<file path="src/design/assert_macros.svh">
// Assertion macros included by the classifier.
// Each macro samples on the rising edge of i_clk and is disabled while i_rst_n is low.
`ifndef ASSERT_MACROS_SVH
`define ASSERT_MACROS_SVH
`ifndef ASSERT_OFF
`define ASSERT_ALWAYS(lbl, cond, msg) \
    lbl: assert property (@(posedge i_clk) disable iff (!i_rst_n) (cond)) else $error(msg);
`define ASSERT_IMPLIES(lbl, ante, cons, msg) \
    lbl: assert property (@(posedge i_clk) disable iff (!i_rst_n) (ante) |-> (cons)) \
        else $error(msg);
`else
`define ASSERT_ALWAYS(lbl, cond, msg)
`define ASSERT_IMPLIES(lbl, ante, cons, msg)
`endif
`endif

</file>
<file path="src/design/rzlc_pkg.sv">
package rzlc_pkg;

    // Widths of the channel fields.
    localparam int SAMPLE_W = 24;
    localparam int LEVEL_W  = 3;

    // Configuration port.
    localparam int CFG_IDX_W  = 3;
    localparam int CFG_DATA_W = 16;
    localparam int LEN_CFG_W  = 11;
    localparam int THR_W      = 16;

    typedef enum logic [CFG_IDX_W-1:0] {
        CFG_WINDOW_LENGTH = 3'd0,
        CFG_STD_DIVISOR   = 3'd1,
        CFG_THR_XHIGH     = 3'd2,
        CFG_THR_HIGH      = 3'd3,
        CFG_THR_MEDIUM    = 3'd4,
        CFG_THR_NORMAL    = 3'd5
    } t_cfg_idx;

    // Shared multiplier: operand A in three chunks, operand B in two chunks.
    localparam int CHUNK_W   = 32;
    localparam int MUL_A_W   = 96;
    localparam int MUL_B_W   = 64;
    localparam int PROD_W    = 128;
    localparam int MUL_STEPS = 6;
    localparam int STEP_W    = 3;

    typedef struct packed {
        logic               start;
        logic [MUL_A_W-1:0] a;
        logic [MUL_B_W-1:0] b;
    } t_mul_req;

    typedef struct packed {
        logic              done;
        logic [PROD_W-1:0] res;
    } t_mul_rsp;

    // Result levels.
    localparam logic [LEVEL_W-1:0] LEVEL_LOW   = 3'd0;
    localparam logic [LEVEL_W-1:0] LEVEL_XHIGH = 3'd4;

endpackage

</file>
<file path="src/design/rzlc_mul.sv">
// Multi-word multiplier: one 32x32 partial product per cycle, accumulated into a
// 128-bit result in the accumulate stage. A request walks every chunk pair of A and B.
module rzlc_mul (
    input  logic               i_clk,
    input  logic               i_rst_n,
    input  rzlc_pkg::t_mul_req i_req,
    output rzlc_pkg::t_mul_rsp o_rsp
);

    logic [rzlc_pkg::MUL_A_W-1:0]   r_a;
    logic [rzlc_pkg::MUL_B_W-1:0]   r_b;
    logic [rzlc_pkg::STEP_W-1:0]    r_step;
    logic                           r_busy;
    logic [2*rzlc_pkg::CHUNK_W-1:0] r_p;
    logic [1:0]                     r_sh;
    logic                           r_pv;
    logic                           r_plast;
    logic [rzlc_pkg::PROD_W-1:0]    r_acc;
    logic                           r_done;

    logic [1:0]                     a_sel;
    logic                           b_sel;
    logic [rzlc_pkg::CHUNK_W-1:0]   a_chunk;
    logic [rzlc_pkg::CHUNK_W-1:0]   b_chunk;
    logic                           last_step;

    // Chunk selection for the current step: A chunk is step/2, B chunk is step%2.
    always_comb begin
        a_sel     = r_step[2:1];
        b_sel     = r_step[0];
        case (a_sel)
            2'd0:    a_chunk = r_a[rzlc_pkg::CHUNK_W-1:0];
            2'd1:    a_chunk = r_a[2*rzlc_pkg::CHUNK_W-1:rzlc_pkg::CHUNK_W];
            default: a_chunk = r_a[3*rzlc_pkg::CHUNK_W-1:2*rzlc_pkg::CHUNK_W];
        endcase
        b_chunk   = b_sel ? r_b[2*rzlc_pkg::CHUNK_W-1:rzlc_pkg::CHUNK_W]
                          : r_b[rzlc_pkg::CHUNK_W-1:0];
        last_step = (r_step == rzlc_pkg::STEP_W'(rzlc_pkg::MUL_STEPS - 1));
    end

    // Partial product stage.
    always_ff @(posedge i_clk) begin
        if (!i_rst_n) begin
            r_busy <= 1'b0;
            r_pv   <= 1'b0;
        end else if (i_req.start) begin
            r_a    <= i_req.a;
            r_b    <= i_req.b;
            r_step <= '0;
            r_busy <= 1'b1;
            r_pv   <= 1'b0;
        end else if (r_busy) begin
            r_p     <= a_chunk * b_chunk;
            r_sh    <= a_sel + 2'(b_sel);
            r_pv    <= 1'b1;
            r_plast <= last_step;
            r_step  <= r_step + 1'b1;
            if (last_step) begin
                r_busy <= 1'b0;
            end
        end else begin
            r_pv <= 1'b0;
        end
    end

    // Accumulate stage.
    always_ff @(posedge i_clk) begin
        if (!i_rst_n) begin
            r_done <= 1'b0;
        end else begin
            r_done <= 1'b0;
            if (i_req.start) begin
                r_acc <= '0;
            end else if (r_pv) begin
                r_acc  <= r_acc + (rzlc_pkg::PROD_W'(r_p) << (rzlc_pkg::CHUNK_W * r_sh));
                r_done <= r_plast;
            end
        end
    end

    assign o_rsp.done = r_done;
    assign o_rsp.res  = r_acc;

endmodule

</file>
<file path="config.mk">
export PLATFORM = sky130hd
export DESIGN_NAME = rzlc_mul
export DESIGN_NICKNAME = d
export VERILOG_FILES = /design/src/design/assert_macros.svh /design/src/design/rzlc_pkg.sv /design/src/design/rzlc_mul.sv
export SDC_FILE = /design/constraint.sdc
export NUM_CORES = 2
export LEC_CHECK = 0
export BUFFER_PORTS_ARGS = -buffer_cell sky130_fd_sc_hd__buf_2
export CAP_MARGIN = 10
export CORE_UTILIZATION = 50
export CTS_CLUSTER_DIAMETER = 200
export DETAILED_ROUTE_END_ITERATION = 10
export GPL_TIMING_DRIVEN = 0
export PLACE_DENSITY = 0.64
export SKIP_LAST_GASP = 1
export SLEW_MARGIN = 10
export SYNTH_ARGS = -nofsm -noshare
export SYNTH_HDL_FRONTEND = slang
export SYNTH_SLANG_ARGS = --single-unit
</file>
<file path="constraint.sdc">
create_clock -name i_clk -period 17.9 [get_ports i_clk]
set_input_delay 2.685 -clock i_clk [delete_from_list [all_inputs] [get_ports i_clk]]
set_output_delay 2.685 -clock i_clk [all_outputs]
set_load 0.02 [all_outputs]
</file>
# Word level (Yosys, flattened, before mapping)
# Cells that the tools add are included.
dict set report totals {
  regBits 361
  in_bits 163
  word_cells 37
}
dict set report op_classes {
  addsub 3
  multipliers 1
  n_eq_ne 2
  n_shift 1
  muxes 8
  bitwise 3
  n_reduce_logical 9
}
# op n
set ops {}
lappend ops {{128-bit adder} 1}
lappend ops {{128-bit two-way mux} 1}
lappend ops {{64-bit by 7-bit left shift with 128-bit output} 1}
lappend ops {{32-bit by 32-bit multiplier with 64-bit output} 1}
lappend ops {{32-bit one-hot mux with 2 select lines} 1}
lappend ops {{32-bit two-way mux} 1}
lappend ops {{2-bit AND reduction} 3}
lappend ops {{1-bit two-way mux} 4}
lappend ops {{2-bit nonzero test} 2}
lappend ops {{3-bit by 1-bit adder with 3-bit output (second input constant)} 1}
lappend ops {{3-bit == test (second input constant)} 1}
lappend ops {{3-bit two-way mux} 1}
lappend ops {{1-bit NOT} 3}
lappend ops {{3-bit AND reduction} 1}
lappend ops {{3-bit OR reduction} 1}
lappend ops {{2-bit by 1-bit adder with 2-bit output} 1}
lappend ops {{2-bit by 1-bit == test with 1-bit output (second input constant)} 1}
lappend ops {{2-bit logical NOT} 1}
lappend ops {{2-bit OR reduction} 1}

# Depth between registers and ports, before layout
dict set report logic_depth {
  depth_word 4
  ltp_mapped 35
  depth_no_buf 31
}

# Least setup slack after synthesis
# Ideal clock, no wire load.
dict set report synth_timing {
  path_kind {reg-to-reg}
  from {register r_step[1] (netlist name)}
  to {register r_p[60] (netlist name) (data pin)}
  setup_time_ns 0.274
  t_arrival_ns 8.574
  slack_ns 9.053
  path_stages_with_launch 33
  path_buffers 5
  period_less_slack_ns 8.847
  cell_sequence {edfxtp_1 > clkbuf_1 > clkbuf_1 > mux2i_1 > o21a_1 > clkbuf_1 > clkbuf_1 > nor2_1 > fa_1 > inv_1 > fa_1 > fa_1 > inv_1 > fa_1 > inv_1 > fa_1 > fa_1 > fa_1 > fa_1 > inv_1 > ha_1 > clkbuf_1 > a21o_1 > a21o_1 > a21o_1 > a311o_1 > a311oi_1 > o21ai_1 > a221oi_2 > o21ai_2 > a41oi_2 > o41ai_1 > xor2_1}
}
dict set report synth_between {
  elab_chain_cells 3
  elab_cells_between_ends 4
  classes_between {mul (1); eq/ne (1); mux (1); reduce/logical (1)}
}
# element line
set synth_lines {}
lappend synth_lines {{start: declaration} rzlc_mul.sv:12} ;# logic [rzlc_pkg::STEP_W-1:0] r_step;
lappend synth_lines {{start signal: assignment} rzlc_mul.sv:57} ;# r_step <= r_step + 1'b1;
lappend synth_lines {{2-bit by 1-bit == test with 1-bit output / 2-bit logical NOT (equally long branches)} rzlc_mul.sv:31} ;# case (a_sel)
lappend synth_lines {{32-bit one-hot mux with 2 select lines *} rzlc_mul.sv:31}
lappend synth_lines {{32-bit by 32-bit multiplier with 64-bit output *} rzlc_mul.sv:53} ;# r_p <= a_chunk * b_chunk;
lappend synth_lines {{end signal: assignment} rzlc_mul.sv:53}
lappend synth_lines {{end: declaration} rzlc_mul.sv:14} ;# logic [2*rzlc_pkg::CHUNK_W-1:0] r_p;
# Mark *: on every way between the ends. The rest lies on a longest branch, timed or not.
# A chain may end at the register's enable or synchronous reset.

# Worst setup path in the final report
dict set report layout_timing {
  from {register r_step[1] (netlist name)}
  to {register r_p[62] (netlist name) (data pin)}
}
# Same word-level chain as after synthesis.

==> results.yml <==
floorplan:
  start_util: 0.505
  fp.dieH_um: 333
  io_pins: 292
  row_count: 121
  dieArea_mm2: 0.111
  die_w_um: 333
  core_mm2: 0.109
placement:
  placed_area_mm2: 0.0586
  port_buffers: 291
  gp_congestion: 1.07
  dp_hpwl_mm: 195
detailed_routing:
  highest_layer: "met5"
  firstDrtPassIters: 8
  drc_errors: 0
  detail-route-antenna-nets: 0
  dr_total_vias: 46012
  drt_iter0_drc: 4494
  wl_mm: 234
  dr_wl_met2_mm: 102
  met1_length_mm: 85.7
  drt-wirelength-per-cell_um: 29.9
  wl_met3_mm: 24.5
  via_per_inst: 5.90
timing:
  hold_violations: 0
  worst_clock_skew_ps: 17.8
  finalSetupViolations: 0
  post-route-period-util: 0.685
  grt_setup_unrepaired: "false"
  fin_crit_ps: 12270
  timing.fmax_mhz: 81.5
  setup-tns-final_ps: 0
  tightest_slew_ps: 1490
  slew_headroom: 0.00456
  slew_violations: 0
critical_path:
  crit_slowest_cell: "clkbuf_1"
  critPathArrivalTime_ps: 12640
  worstSetupPathType: "flip-flop to flip-flop"
  crit_required_ps: 18270
  cp-end-kind: "flip-flop"
  r2r_start: "r_step[1]"
  critPathMaxFanout: 10
  reg2reg_depth: 28
  max_stage_delay_ps: 990
  ff2ff_setup_slack_ps: 5630
  timing.rr.end: "r_p[62]"
  crit_top_cell: "fa_1"
  critPathLaunchType: "flip-flop"
final_layout:
  area_growth_syn_to_layout_pct: 9.20
  nFillCells: 10127
  fin_nets: 7803
  drive_gt1_frac: 0.0801
  multi_input_area_mm2: 0.0394
  fin_util: 0.551
  ff_latch_area_mm2: 0.0108
  final_area_mm2: 0.0600
yosys:
  synth.area.top_cells: "fa_1, edfxtp_1, ha_1"
  yosys_warnings: 0
  avgSynthCellArea_um2: 9.17
  ys_async_sr_fraction: 0
  synthDistinctLibCells: 90
  syn_area_mm2: 0.0549
  seq_area_frac_synth: 0.197
  synth_fp_nets: 7440
  synth_top_area_share: 0.327
  ys_seq_elements: 361
  yosys.area.top_type: "fa_1"
  synth_edf_count: 358
  syn_inst: 5988
  synth_flop_cell: "edfxtp_1"
clock_tree:
  clock-sinks: 361
  root_buffer: "clkbuf_16"
  post-cts-setup-buffers: 0
  cts_buffers: 43
  clk_pin_slew_ps: 60
  cts_resized: 0
  clkLatencyLatePin_ps: 640
  cts_max_level: 2
  clock_path_buffers: 3
  cts_hold_buf: 0
  cts_tree: "yes"
status:
  outcome: "finished with violations"
  violations: "max-capacitance violations"
flow_run:
  cap_violations: 1
worst_hold_path:
  hold_class: "flip-flop to flip-flop"
  min_path_cells: 2
  min_to: "r_busy"
  worstHoldStart: "r_busy"
global_routing:
  antenna_found_initial: 6
  grt_use_total: 0.423
  grt_overflow: 0
  grt_pass1_vias: 47431
  grt_pass1_wl_mm: 330
  grt_max_degree: 67
area by class of cell:
| class | count | share of cell area |
|---|---|---|
| multi-input cells | 4348 | 0.657 |
| flip-flops and latches | 361 | 0.180 |
| inverters | 967 | 0.0605 |
| repair buffers | 318 | 0.0306 |
| well taps | 1414 | 0.0295 |
| plain buffers | 312 | 0.0202 |
| clock buffers | 52 | 0.0185 |
| clock inverters | 25 | 0.00373 |
| diodes | 2 | 0.0000834 |
cell usage in the layout (no fill, tap or decap), types with 40 or more instances in the layout:
cell type	instances
nand4_1	83
a21o_1	95
clkbuf_1	283
o21ai_0	146
buf_2	315
xnor2_1	97
nor2_1	876
mux2i_1	80
nor2b_1	71
inv_1	966
edfxtp_1	358
fa_1	897
clkbuf_16	43
nor3_1	42
mux2_2	40
o21bai_1	61
nand2_1	674
xor2_1	70
and2_1	40
ha_1	392
o21a_1	59
a21oi_1	269
stage by stage:
stage / setup WS (ps) / std cells / hold WS [ps]
detailed placement: 5960 / 7720 / 540
CTS: 5930 / 7797 / 549
global route: 5470 / 7797 / 584
global placement: 5180 / 7693 / 524
finish: 5630 / 7799 / 549
floorplan: 9050 / 5988 / 498
worst max-delay path by stage:
stage | slack, ps | from | endpoint
2_1_floorplan | 9050 | r_step[1] | r_p[60]
3_3_place_gp | 5180 | r_step[0] | r_p[63]
3_5_place_dp | 5960 | r_step[0] | r_p[63]
4_1_cts | 5930 | r_step[0] | r_p[63]
5_1_grt | 5470 | r_step[1] | r_p[63]
6_report | 5630 | r_step[1] | r_p[62]
per-layer routing:
metal	vias to the layer above	GRT usage
li1	19877	-
met1	22595	0.507
met2	2812	0.654
met3	724	0.115
met4	4	0.316
met5	-	0
critical path, delay by kind of cell, from the launching register on:
| family | cells | cell delay [ps] |
|---|---|---|
| compound gates | 7 | 2300 |
| simple gates | 2 | 380 |
| fa+ha+maj | 9 | 4680 |
| mux | 1 | 330 |
| flops | 1 | 610 |
| buf+inv | 8 | 3610 |
| xor+xnor | 1 | 90 |
kinds of logic (layout without fill, tap and decap cells):
logic type	count (synthesis)	count (layout)	share of synthesized area
compound gates	852	852	0.100
xor+xnor	167	167	0.0266
fa+ha+maj	1289	1289	0.416
buf+inv	1279	1674	0.0880
flops	361	361	0.197
mux	144	144	0.0274
other cells	0	2	0
simple gates	1896	1896	0.145
sequential cells by signal, indices dropped and copies added, names as in the netlist:
| signal | cells |
|---|---|
| r_a | 96 |
| r_acc | 128 |
| r_b | 64 |
| r_busy | 1 |
| r_done | 1 |
| r_p | 64 |
| r_plast | 1 |
| r_pv | 1 |
| r_sh | 2 |
| r_step | 3 |
Yosys cell counts, drive strengths merged (41+ instances only):
cell	instances
and2	41
inv	966
xnor2	97
nand4	83
nor2b	71
nand2	674
nor3	44
edfxtp	358
o21ai	185
nor2	876
xor2	70
a21oi	275
a21o	95
ha	392
o21bai	61
clkbuf	278
fa	897
mux2	46
mux2i	98
o21a	61
Power is not shown: default switching activity piles up to over one toggle a cycle in this logic, so the estimate is an artifact.
